`config.mk`:
```
export PLATFORM = sky130hd
export DESIGN_NAME = time_of_day_alarm_slots_unit
export DESIGN_NICKNAME = d
export VERILOG_FILES = /design/src/design/tdas_pkg.sv /design/src/design/time_of_day_alarm_slots_unit.sv
export VERILOG_INCLUDE_DIRS = /design/src /design/src/design
export SDC_FILE = /design/constraint.sdc
export NUM_CORES = 1
export LEC_CHECK = 0
export ABC_AREA = 0
export BUFFER_PORTS_ARGS = -buffer_cell sky130_fd_sc_hd__buf_2
export CORE_ASPECT_RATIO = 0.8
export CORE_MARGIN = 2
export CORE_UTILIZATION = 45
export CTS_CLUSTER_SIZE = 20
export DETAILED_ROUTE_END_ITERATION = 8
export HOLD_SLACK_MARGIN = 0.1
export PLACE_DENSITY = 0.7
export SYNTH_ARGS = -nofsm -noshare
export SYNTH_HDL_FRONTEND = slang
export SYNTH_SLANG_ARGS = --single-unit
```
`constraint.sdc`:
```
create_clock -name clk -period 8.7 [get_ports clk]
set_input_delay 1.305 -clock clk [delete_from_list [all_inputs] [get_ports clk]]
set_output_delay 1.305 -clock clk [all_outputs]
set_load 0.05 [all_outputs]
```
`src/design/time_of_day_alarm_slots_unit_macros.svh`:
```
// ----------------------------------------------------------------------------
// Alarm slot unit assertion macros
// Shared concurrent assertion forms, clocked on clk and disabled in reset.
// ----------------------------------------------------------------------------
`ifndef TIME_OF_DAY_ALARM_SLOTS_UNIT_MACROS_SVH
`define TIME_OF_DAY_ALARM_SLOTS_UNIT_MACROS_SVH

// Same-cycle implication.
`define TDAS_ASSERT_IMP(label, ante, cons, msg) \
    label: assert property (@(posedge clk) disable iff (!rst_n) (ante) |-> (cons)) \
        else $error(msg);

// Next-cycle implication.
`define TDAS_ASSERT_NEXT(label, ante, cons, msg) \
    label: assert property (@(posedge clk) disable iff (!rst_n) (ante) |=> (cons)) \
        else $error(msg);

`endif

```
`src/design/tdas_pkg.sv`:
```
// ----------------------------------------------------------------------------
// Alarm slot unit package
// Codes, limits, slot entry layout and time helper.
// ----------------------------------------------------------------------------
package tdas_pkg;

    localparam int SLOTS_DEFAULT = 8;
    localparam int MAX_RES       = 8;
    localparam int MIN_PER_HOUR  = 60;
    localparam int HOUR_LAST     = 23;

    localparam logic FUNC_TICK = 1'b0;
    localparam logic FUNC_ADD  = 1'b1;

    localparam logic [1:0] KIND_DAILY    = 2'd0;
    localparam logic [1:0] KIND_HOURLY   = 2'd1;
    localparam logic [1:0] KIND_REMINDER = 2'd2;
    localparam logic [1:0] KIND_INTERVAL = 2'd3;

    localparam logic [1:0] EV_FIRED = 2'd0;
    localparam logic [1:0] EV_ADDED = 2'd1;
    localparam logic [1:0] EV_FULL  = 2'd2;

    typedef struct packed {
        logic [1:0]  kind;
        logic [10:0] alarm;     // {hour, minute}
        logic [9:0]  window;    // {first hour, last hour}
        logic [5:0]  interval;
        logic        done;
        logic        remove;
        logic [10:0] prev;      // {hour, minute}
    } slot_entry_t;

    function automatic logic [10:0] to_minutes(input logic [4:0] hour, input logic [5:0] minute);
        return 11'(hour) * 11'(MIN_PER_HOUR) + 11'(minute);
    endfunction

endpackage

```
`src/design/time_of_day_alarm_slots_unit.sv`:
```
// ----------------------------------------------------------------------------
// Time-of-day alarm slot unit
// Table of daily, hourly, reminder and interval alarm slots driven by ticks.
// ----------------------------------------------------------------------------
// An add item scans the slot memory for the first free slot, writes the new
// entry there and gives one result (a full result when no slot is free). A tick
// item with a known time walks the slot memory one slot per cycle, unless an
// output stall holds it, through its single write port and registered read
// port, then hands over the final fire result in a flush state.
// Output stalls lengthen both. A tick with unknown time gives no result.
// The input channel is stalled while an item is in work;
// one output register decouples the result side.
`include "time_of_day_alarm_slots_unit_macros.svh"

module time_of_day_alarm_slots_unit
    import tdas_pkg::*;
#(
    parameter int SLOTS = SLOTS_DEFAULT
)
(
    input  logic       clk,
    input  logic       rst_n,
    input  logic       in_valid,
    output logic       in_stall,
    input  logic       func,
    input  logic       time_valid,
    input  logic [4:0] current_hour,
    input  logic [5:0] current_minute,
    input  logic [1:0] slot_kind,
    input  logic [4:0] alarm_hour,
    input  logic [5:0] alarm_minute,
    input  logic [4:0] first_hour,
    input  logic [4:0] last_hour,
    input  logic [5:0] interval_minutes,
    output logic       out_valid,
    input  logic       out_stall,
    output logic [1:0] event_res,
    output logic [2:0] slot,
    output logic [1:0] fired_kind,
    output logic       last
);

    localparam int IDX_W = (SLOTS > 1) ? $clog2(SLOTS) : 1;
    localparam int CNT_W = $clog2(MAX_RES + 1);
    localparam logic [IDX_W-1:0] IDX_LAST = IDX_W'(SLOTS - 1);

    localparam logic [1:0] S_IDLE  = 2'd0;
    localparam logic [1:0] S_SCAN  = 2'd1;
    localparam logic [1:0] S_WALK  = 2'd2;
    localparam logic [1:0] S_FLUSH = 2'd3;

    // Sequencer state
    logic [1:0]       state_reg, state_next;
    logic [IDX_W-1:0] idx_reg, idx_next;
    logic [SLOTS-1:0] valid_reg, valid_next;
    logic [CNT_W-1:0] n_reg, n_next;

    // Captured item
    logic       tv_reg;
    logic [4:0] ch_reg, ah_reg, fh_reg, lh_reg;
    logic [5:0] cm_reg, am_reg, ivl_reg;
    logic [1:0] kind_reg;

    // Pending fire result, held until it is known whether another follows
    logic             pend_valid_reg, pend_valid_next;
    logic [IDX_W-1:0] pend_idx_reg, pend_idx_next;
    logic [1:0]       pend_kind_reg, pend_kind_next;

    // Output register
    logic       out_valid_reg;
    logic [1:0] ev_reg;
    logic [2:0] slot_reg;
    logic [1:0] kind_out_reg;
    logic       last_reg;
    logic       out_load;
    logic [1:0] ev_next;
    logic [2:0] slot_next;
    logic [1:0] kind_out_next;
    logic       last_next;
    logic       out_free;

    // Slot memory
    slot_entry_t mem [SLOTS];
    slot_entry_t rdata_reg;
    slot_entry_t wdata;
    logic        mem_we;

    // Shared time compare and per-slot evaluation
    logic [10:0] now_min, cmp_alarm;
    logic        ge;
    logic        in_win;
    logic [5:0]  pm;
    logic [7:0]  diff;
    logic        fire;
    slot_entry_t ent_upd, ent_add;
    logic        past;
    logic        slot_live;
    logic        report;
    logic        push;

    assign in_stall = (state_reg != S_IDLE);
    assign out_free = !out_valid_reg || !out_stall;

    // Single compare unit: add checks the new alarm, the walk the stored one
    assign now_min   = to_minutes(ch_reg, cm_reg);
    assign cmp_alarm = (state_reg == S_SCAN) ? to_minutes(ah_reg, am_reg)
                                             : to_minutes(rdata_reg.alarm[10:6],
                                                          rdata_reg.alarm[5:0]);
    assign ge = (now_min >= cmp_alarm);

    assign in_win = (rdata_reg.window[9:5] <= ch_reg) && (ch_reg <= rdata_reg.window[4:0]);
    assign pm     = rdata_reg.prev[5:0];

    // New entry for an add
    always_comb
    begin
        past                 = tv_reg && ge;
        ent_add.kind         = kind_reg;
        ent_add.alarm        = {ah_reg, am_reg};
        ent_add.window       = {fh_reg, lh_reg};
        ent_add.interval     = ivl_reg;
        ent_add.done         = ((kind_reg == KIND_DAILY) || (kind_reg == KIND_REMINDER)) && past;
        ent_add.remove       = (kind_reg == KIND_REMINDER) && past;
        ent_add.prev         = tv_reg ? {ch_reg, cm_reg} : 11'd0;
    end

    // Tick update of the slot under the walk index
    always_comb
    begin
        ent_upd = rdata_reg;
        fire    = 1'b0;
        diff    = 8'd0;
        unique case (rdata_reg.kind)
            KIND_DAILY:
            begin
                fire = ge && !rdata_reg.done;
                if (fire)
                    ent_upd.done = 1'b1;
                // re-arm on the change from the last hour to midnight
                if ((rdata_reg.prev[10:6] == 5'(HOUR_LAST)) && (ch_reg == 5'd0))
                    ent_upd.done = 1'b0;
                ent_upd.prev = {ch_reg, cm_reg};
            end
            KIND_HOURLY:
            begin
                fire         = in_win && (rdata_reg.prev[10:6] != ch_reg);
                ent_upd.prev = {ch_reg, cm_reg};
            end
            KIND_REMINDER:
            begin
                fire = ge && !rdata_reg.done;
                if (fire)
                begin
                    ent_upd.done   = 1'b1;
                    ent_upd.remove = 1'b1;
                end
            end
            KIND_INTERVAL:
            begin
                // a previous minute past 60 can leave the wrapped gap negative
                if (cm_reg >= pm)
                    diff = {2'b00, cm_reg} - {2'b00, pm};
                else
                    diff = {2'b00, cm_reg} + 8'(MIN_PER_HOUR) - {2'b00, pm};
                fire = in_win && !diff[7] && (diff[6:0] >= {1'b0, rdata_reg.interval});
                if (fire)
                    ent_upd.prev = {ch_reg, cm_reg};
            end
            default:
            begin
                fire = 1'b0;
            end
        endcase
    end

    assign slot_live = valid_reg[idx_reg];
    assign report    = slot_live && fire && (n_reg < CNT_W'(MAX_RES));
    assign push      = report && pend_valid_reg;

    // Sequencer
    always_comb
    begin
        state_next      = state_reg;
        idx_next        = idx_reg;
        valid_next      = valid_reg;
        n_next          = n_reg;
        pend_valid_next = pend_valid_reg;
        pend_idx_next   = pend_idx_reg;
        pend_kind_next  = pend_kind_reg;
        out_load        = 1'b0;
        ev_next         = EV_FIRED;
        slot_next       = 3'd0;
        kind_out_next   = 2'd0;
        last_next       = 1'b0;
        mem_we          = 1'b0;
        wdata           = ent_upd;

        unique case (state_reg)
            S_IDLE:
            begin
                if (in_valid)
                begin
                    idx_next = '0;
                    if (func == FUNC_ADD)
                        state_next = S_SCAN;
                    else if (time_valid)
                    begin
                        state_next      = S_WALK;
                        n_next          = '0;
                        pend_valid_next = 1'b0;
                    end
                end
            end
            S_SCAN:
            begin
                if (!valid_reg[idx_reg])
                begin
                    if (out_free)
                    begin
                        mem_we              = 1'b1;
                        wdata               = ent_add;
                        valid_next[idx_reg] = 1'b1;
                        out_load            = 1'b1;
                        ev_next             = EV_ADDED;
                        slot_next           = 3'(idx_reg);
                        kind_out_next       = kind_reg;
                        last_next           = 1'b1;
                        state_next          = S_IDLE;
                    end
                end
                else if (idx_reg == IDX_LAST)
                begin
                    if (out_free)
                    begin
                        out_load      = 1'b1;
                        ev_next       = EV_FULL;
                        slot_next     = 3'd0;
                        kind_out_next = kind_reg;
                        last_next     = 1'b1;
                        state_next    = S_IDLE;
                    end
                end
                else
                    idx_next = idx_reg + IDX_W'(1);
            end
            S_WALK:
            begin
                // hold the slot while an earlier fire cannot be handed over
                if (!push || out_free)
                begin
                    if (slot_live)
                    begin
                        mem_we = 1'b1;
                        if ((rdata_reg.kind == KIND_REMINDER) && ent_upd.remove)
                            valid_next[idx_reg] = 1'b0;
                    end
                    if (push)
                    begin
                        out_load      = 1'b1;
                        ev_next       = EV_FIRED;
                        slot_next     = 3'(pend_idx_reg);
                        kind_out_next = pend_kind_reg;
                        last_next     = 1'b0;
                    end
                    if (report)
                    begin
                        pend_valid_next = 1'b1;
                        pend_idx_next   = idx_reg;
                        pend_kind_next  = rdata_reg.kind;
                        n_next          = n_reg + CNT_W'(1);
                    end
                    if (idx_reg == IDX_LAST)
                    begin
                        idx_next   = '0;
                        state_next = S_FLUSH;
                    end
                    else
                        idx_next = idx_reg + IDX_W'(1);
                end
            end
            S_FLUSH:
            begin
                if (!pend_valid_reg)
                    state_next = S_IDLE;
                else if (out_free)
                begin
                    out_load        = 1'b1;
                    ev_next         = EV_FIRED;
                    slot_next       = 3'(pend_idx_reg);
                    kind_out_next   = pend_kind_reg;
                    last_next       = 1'b1;
                    pend_valid_next = 1'b0;
                    state_next      = S_IDLE;
                end
            end
            default:
            begin
                state_next = S_IDLE;
            end
        endcase
    end

    // Control registers
    always_ff @(posedge clk or negedge rst_n)
    begin
        if (!rst_n)
        begin
            state_reg      <= S_IDLE;
            idx_reg        <= '0;
            valid_reg      <= '0;
            n_reg          <= '0;
            pend_valid_reg <= 1'b0;
            out_valid_reg  <= 1'b0;
        end
        else
        begin
            state_reg      <= state_next;
            idx_reg        <= idx_next;
            valid_reg      <= valid_next;
            n_reg          <= n_next;
            pend_valid_reg <= pend_valid_next;
            if (out_load)
                out_valid_reg <= 1'b1;
            else if (!out_stall)
                out_valid_reg <= 1'b0;
        end
    end

    // Payload registers
    always_ff @(posedge clk)
    begin
        if (in_valid && !in_stall)
        begin
            tv_reg   <= time_valid;
            ch_reg   <= current_hour;
            cm_reg   <= current_minute;
            kind_reg <= slot_kind;
            ah_reg   <= alarm_hour;
            am_reg   <= alarm_minute;
            fh_reg   <= first_hour;
            lh_reg   <= last_hour;
            ivl_reg  <= interval_minutes;
        end
        pend_idx_reg  <= pend_idx_next;
        pend_kind_reg <= pend_kind_next;
        if (out_load)
        begin
            ev_reg       <= ev_next;
            slot_reg     <= slot_next;
            kind_out_reg <= kind_out_next;
            last_reg     <= last_next;
        end
    end

    // Slot memory: one write port, registered read at the next walk index
    always_ff @(posedge clk)
    begin
        if (mem_we)
            mem[idx_reg] <= wdata;
        rdata_reg <= mem[idx_next];
    end

    assign out_valid  = out_valid_reg;
    assign event_res  = ev_reg;
    assign slot       = slot_reg;
    assign fired_kind = kind_out_reg;
    assign last       = last_reg;

    `TDAS_ASSERT_IMP(a_count_bound, 1'b1, n_reg <= CNT_W'(MAX_RES),
        "more fire results counted than allowed")
    `TDAS_ASSERT_IMP(a_pend_counted, pend_valid_reg, n_reg != '0,
        "pending fire result without a count")
    `TDAS_ASSERT_IMP(a_add_is_last, out_valid_reg && (ev_reg != EV_FIRED), last_reg,
        "add result without last flag")
    `TDAS_ASSERT_NEXT(a_add_scans, in_valid && !in_stall && (func == FUNC_ADD),
        state_reg == S_SCAN, "add item did not start a scan")

endmodule
```
Yosys cells after proc, flatten, opt, wreduce, memory -nomap -nowiden
Memory sizes are Yosys's and may differ from the RTL's. A register that Yosys moved wholly into a read port is not among the register bits. Index checks and enable logic that the tools add are counted.

Equality and inequality tests: 23. Reduce and logical (&&, ||, !) cells: 39. Mux-type cells: 90. Bitwise logic cells: 3. $lt $le $gt $ge: 8. Add/subtract/negate cells: 8. Multipliers: 3.

Operators with widths (number): 42-bit 2-to-1 mux (3); 8-bit 2-to-1 mux (7); 2-bit 2-to-1 mux (20); 11-bit by 6-bit adder with 11-bit output (3); 11-bit 2-to-1 mux (3); 3-bit 2-to-1 mux (11); 5-bit by 4-bit multiplier with 9-bit output, second input constant (3); 1-bit 2-to-1 mux (26); 11-bit case mux with 2 select lines (1); 4-bit 2-to-1 mux (5); 2-bit inequality test, second input constant (10); 3-bit case mux with 3 select lines (2); 6-bit AND reduction (3); 8-bit case mux with 2 select lines (1); 1-bit logical AND (15); 11-bit >= comparator (1); 2-bit == test, second input constant (5); 5-bit <= comparator (2); 1-bit case mux with 3 select lines (3); 8-bit bitwise AND (1); 8-bit NOT (1); 8-bit OR (1); 2-bit case mux with 4 select lines (1); 4-bit case mux with 2 select lines (1); other kinds (30) (45).

Bits in writable memories: 336. Memories: 1. Logic and storage cells: 196. Flip-flop bits (word level): 73.

Memories: mem (depth 8, width 42, rd ports 1, clocked after memory_dff 1, write ports 1, RTL line time_of_day_alarm_slots_unit.sv:83) `slot_entry_t mem [SLOTS];`.

Depth between registers and ports, before layout
Depth in word-level cells: 17. Mapped depth: 27. Depth with buffers taken out: 25.

Worst setup path before layout
No wires, ideal clock.

Kind: register to register. Start: reg ah_reg[0]. End: mem mem[1][0] in the netlist's numbering, enable pin. Setup slack: 1.001 ns. Path buffers: 0. Data required time: 8.206 ns. Stages on the path, launching flop included: 21. Arrival time: 7.205 ns. Clock period less this slack: 7.699 ns. Cell sequence: edfxtp_1 > fa_1 > inv_1 > fa_1 > inv_1 > fa_1 > a21o_1 > a21oi_1 > xnor2_1 > and2_1 > nand2_1 > xnor2_1 > a21oi_1 > ha_1 > o21ai_0 > a21oi_1 > a211o_1 > o2111ai_1 > o21a_1 > o211ai_1 > nor3_1.

Longest elaborated chain between the ends: 15.

RTL lines: from (decl) (RTL line time_of_day_alarm_slots_unit.sv:60) `logic [4:0] ch_reg, ah_reg, fh_reg, lh_reg;`; from (signal assigned) (RTL line time_of_day_alarm_slots_unit.sv:338) `ah_reg <= alarm_hour;`; 5-bit by 4-bit multiplier with 9-bit output (RTL line tdas_pkg.sv:35) `return 11'(hour) * 11'(MIN_PER_HOUR) + 11'(minute);`; 11-bit by 6-bit adder with 11-bit output (RTL line tdas_pkg.sv:35); 11-bit 2-to-1 mux (RTL line time_of_day_alarm_slots_unit.sv:106) `assign cmp_alarm = (state_reg == S_SCAN) ? to_minutes(ah_reg, am_reg)`; 11-bit >= comparator (RTL line time_of_day_alarm_slots_unit.sv:109) `assign ge = (now_min >= cmp_alarm);`; 1-bit logical AND (RTL line time_of_day_alarm_slots_unit.sv:136, time_of_day_alarm_slots_unit.sv:151); 1-bit case mux with 3 select lines (RTL line time_of_day_alarm_slots_unit.sv:133) `unique case (rdata_reg.kind)`; 1-bit logical AND (2 in series) (RTL line time_of_day_alarm_slots_unit.sv:177) `assign report = slot_live && fire && (n_reg < CNT_W'(MAX_RES));`; 1-bit logical AND (RTL line time_of_day_alarm_slots_unit.sv:178) `assign push = report && pend_valid_reg;`; 1-bit logical NOT (RTL line time_of_day_alarm_slots_unit.sv:249) `if (!push || out_free)`; 1-bit logical OR (RTL line time_of_day_alarm_slots_unit.sv:249); 1-bit 2-to-1 mux (RTL line time_of_day_alarm_slots_unit.sv:249); 1-bit case mux with 2 select lines (RTL line time_of_day_alarm_slots_unit.sv:198) `unique case (state_reg)`; 1-bit 2-to-1 mux (RTL line time_of_day_alarm_slots_unit.sv:358) `if (mem_we)`; 1-bit 2-to-1 mux (not written as such) (RTL line time_of_day_alarm_slots_unit.sv:359) `mem[idx_reg] <= wdata;`; to (decl) (RTL line time_of_day_alarm_slots_unit.sv:83).

No other way between the ends.

Final worst setup path
Start: reg ch_reg[0]. End: reg, netlist name ent_upd[32].

Longest elaborated chain between the ends: 12. Elaborated cells on any way between the ends: 19.

RTL lines: from (decl) (RTL line time_of_day_alarm_slots_unit.sv:60); from (signal assigned) (RTL line time_of_day_alarm_slots_unit.sv:335) `ch_reg <= current_hour;`; 5-bit by 4-bit multiplier with 9-bit output or 5-bit <= comparator (tied branches) (RTL line tdas_pkg.sv:35, time_of_day_alarm_slots_unit.sv:111); 11-bit by 6-bit adder with 11-bit output or 1-bit logical AND (tied branches) (RTL line tdas_pkg.sv:35, time_of_day_alarm_slots_unit.sv:111); 11-bit >= comparator or 1-bit logical AND (tied branches) (RTL line time_of_day_alarm_slots_unit.sv:109, time_of_day_alarm_slots_unit.sv:165); 1-bit logical AND, on equally long branches (RTL line time_of_day_alarm_slots_unit.sv:136, time_of_day_alarm_slots_unit.sv:151, time_of_day_alarm_slots_unit.sv:165); 1-bit case mux with 3 select lines (*) (RTL line time_of_day_alarm_slots_unit.sv:133); 1-bit logical AND (*) (2 in series) (RTL line time_of_day_alarm_slots_unit.sv:177); 1-bit logical AND (*) (RTL line time_of_day_alarm_slots_unit.sv:178); 1-bit logical NOT (*) (RTL line time_of_day_alarm_slots_unit.sv:249); 1-bit logical OR (*) (RTL line time_of_day_alarm_slots_unit.sv:249); 3-bit 2-to-1 mux (*) (RTL line time_of_day_alarm_slots_unit.sv:249); 3-bit case mux with 3 select lines (*) (RTL line time_of_day_alarm_slots_unit.sv:198).

Mark *: on every way between the ends. The rest lies on a longest branch, timed or not. A chain may end at the register's enable or synchronous reset.

==> summary.md <==
| Metric | Value |
|---|---|
| Critical Path Start Type | register |
| Uppermost routed layer | met4 |
| Syn Inst Count | 1482 |
| Area leader, netlist | edfxtp_1 |
| CP Max Fanout | 106 |
| Worst setup path startpoint | ch_reg[0]$_DFFE_PP_ |
| Synth cell types | 75 |
| Setup TNS | 0 ps |
| Post_cts resized | 0 |
| Final core utilization | 0.507 |
| DRT Pass-1 Iters | 5 |
| Worst EP required | 9160 ps |
| Worst-path cell chain | fa_1 -> inv_1 -> fa_1 -> inv_1 -> fa_1 -> ha_1 -> o21ai_0 -> nand2b_1 -> xor2_1 -> ha_1 -> a211o_1 -> o211ai_1 -> a21oi_1 -> a211o_1 -> o2111ai_1 -> nor2_2 -> o211a_4 -> inv_8 -> buf_12 -> mux2i_1 -> mux2i_1 -> mux2_2 |
| Proportion of layout cells with a drive suffix above 1 | 0.142 |
| Gr usage total | 0.185 |
| Maximum clock frequency | 146 MHz |
| Slew @ Worst Pin | 1150 ps |
| #FFs+latches synth | 451 |
| Metal1 wirelength | 20600 µm |
| I/O Buffers | 55 |
| Leading register cell type out of synthesis | edfxtp_1 |
| Die area | 49400 µm² |
| Buffer and inverter count on the worst path | 4 |
| Min Tclk post-route | 6850 ps |
| Most frequent CP cell | fa_1 |
| Post-Syn Area | 21400 µm² |
| Fillers | 3882 |
| Core area | 47000 µm² |
| CTS tree | done |
| Worst EP arrival | 7310 ps |
| Final Hold Vio Count | 0 |
| Clock Latency Late Sink | 570 ps |
| Synth warn | 0 |
| Worst reg2reg setup slack | 1850 ps |
| WL final | 44600 µm |
| Root Buffer | clkbuf_16 |
| Final worst path period share | 0.787 |
| Worst reg2reg path depth | 22 |
| Final ANT Viol Nets | 0 |
| Routed wire per std cell | 20.2 µm |
| Antenna diode count | 0 |
| Clock slew at reported path FFs | 60 ps |
| Max FFs per register | 336 |
| Asr flop ratio synth | 0.0421 |
| Max stage delay on crit path | 620 ps |
| Largest net degree at the start of global routing | 107 |
| RSZ-0062 raised after global routing | no |
| Final slew viol count | 0 |
| Slew headroom | 0.228 |
| HPWL after DPL | 27800 µm |
| Cell family with most CP delay | adder cells |
| Ports | 56 |
| Clk_skew | 21.3 ps |
| First-pass GRT wire length | 69000 µm |
| Post-synthesis sequential area ratio | 0.608 |
| # DRC | 0 |
| Nets | 1729 |
| H-tree levels | 2 |
| Status | finished, final reports clean |
| Post-DP Area | 22400 µm² |
| Critical path capture point type | register |
| Post-place setup slack | 1830 ps |
| Iteration-0 DRC Markers | 810 |
| Crit path kind | reg2reg |
| Rows | 71 |
| Worst setup path end | ent_upd[32]$_DFF_P_ |
| Vias in the first global route | 11945 |
| Setup Viol. Count Final | 0 |
| GP Congestion | 0.851 |
| CP Depth | 22 |
| Via count | 11773 |
| CTS Buf Count | 45 |
| Die Span X | 248 µm |
| Initial antenna violation count | 0 |
| Yosys top cell area share | 0.547 |
| # hold bufs at CTS | 0 |
| Syn_area_per_cell | 14.5 µm² |
| Remaining Overflow, GRT | 0 |
| Setup WS post-layout | 1850 ps |
| FF/Latch Area | 13000 µm² |
| Initial Utilization | 0.456 |
| Area Overhead vs Synth | 11.2% |
| Setup Fix Bufs, Post-CTS | 0 |
| Max-Cap Viols | 0 |
| Post-DR vias/cell | 5.32 |
| Worst min-delay path class | reg2reg |
| Synth area leaders | edfxtp_1 (55%), mux2i_1 (12%), ha_1 (5.9%) |
| Met3 WL | 2010 µm |
| Met2 routed WL | 21300 µm |
| Clk buf depth | 3 |
| Clock sinks | 451 |
| Post-synth EDFFs | 390 |
| Die height | 199 µm |
| Final instance area | 23800 µm² |
| Syn_nets | 1656 |
| Slowest cell on the critical path | fa_1 |
| Worst r2r src | ch_reg[0]$_DFFE_PP_ |
| Multi-input logic area | 7650 µm² |
| Worst r2r dst | ent_upd[32]$_DFF_P_ |
[through the flow]
step	cells	hold WS, ps
floorplan	1482	406
global placement	2128	483
detailed placement	2128	496
CTS	2212	509
global route	2212	536
finish	2212	505
[worst register-to-register path, cell delays in order, from the launching register on]
cell       delay, ps
edfxtp_1         550
fa_1             620
inv_1             60
fa_1             470
inv_1             60
fa_1             440
ha_1             320
o21ai_0          100
nand2b_1         110
xor2_1           190
ha_1             340
a211o_1          290
o211ai_1         100
a21oi_1          100
a211o_1          330
o2111ai_1        350
nor2_2           130
o211a_4          310
inv_8            580
buf_12           640
mux2i_1          260
mux2i_1          110
mux2_2           290
[cells in the mapped netlist (6+ instances only)]
cell type,instances
dfxtp_1,42
o31ai_1,7
buf_2,9
nor2b_1,10
nand2b_1,15
mux2_2,52
a22oi_1,6
a21o_1,12
fa_1,27
ha_1,101
dfrtp_1,19
buf_6,13
nor3_1,7
mux2i_1,250
clkbuf_1,18
a21oi_1,40
xor2_1,13
edfxtp_1,390
xnor2_1,31
inv_1,111
nand2_1,87
o21bai_1,6
nand3_1,9
nor2_1,54
o21ai_0,51
[logic make-up (layout without fill, tap and decap cells)]
logic type,count (synthesis),in the layout,share of synthesized area
buffers and inverters,164,274,0.0387
and+or+nand+nor,209,209,0.0451
xor gates and xnor gates,44,44,0.0180
AOI/OAI and AO/OA,179,179,0.0580
adders and majority gates,128,128,0.0842
muxes,307,307,0.148
DFF,451,451,0.608
[layout make-up]
cell class                 instances  area share
multi-input combinational        867       0.321
sequential                       451       0.547
tap                              620      0.0325
clock inverter                    25      0.0120
inverter                         113      0.0181
clock buffer                      59      0.0503
timing repair buffer              77      0.0195
[how the worst min path moves through the flow]
stage          slack (ps)  cells after the start                 from                    endpoint
2_1_floorplan         410                      0  ent_upd[40]$_DFF_P_  pend_kind_reg[0]$_DFFE_PP_
3_3_place_gp          480                      1             register                    register
3_5_place_dp          500                      2             register                    register
4_1_cts               510                      2             register                    register
5_1_grt               540                      1             register                    register
6_report              510                      2             register                    register
[placed cells by master, fill, tap and decap left out, drive strengths merged, types with 7 or more instances in the layout]
cell type	instances
dfrtp	19
inv	116
a21oi	42
fa	27
nand2	87
nand3	9
o31ai	7
xor2	13
nor2	55
o21ai	53
dfxtp	42
clkbuf	59
buf	77
mux2	54
nor2b	10
a21o	12
clkinv	15
ha	101
xnor2	31
edfxtp	390
nand2b	15
nor3	7
mux2i	251
[metal layers]
| layer | GRT usage | vias up |
|---|---|---|
| li1 | - | 5609 |
| met4 | 0.0395 | 0 |
| met1 | 0.258 | 5853 |
| met5 | 0 | - |
| met3 | 0.0266 | 60 |
| met2 | 0.308 | 251 |
Power is not shown: default switching activity piles up to over one toggle a cycle in this logic, so the estimate is an artifact.
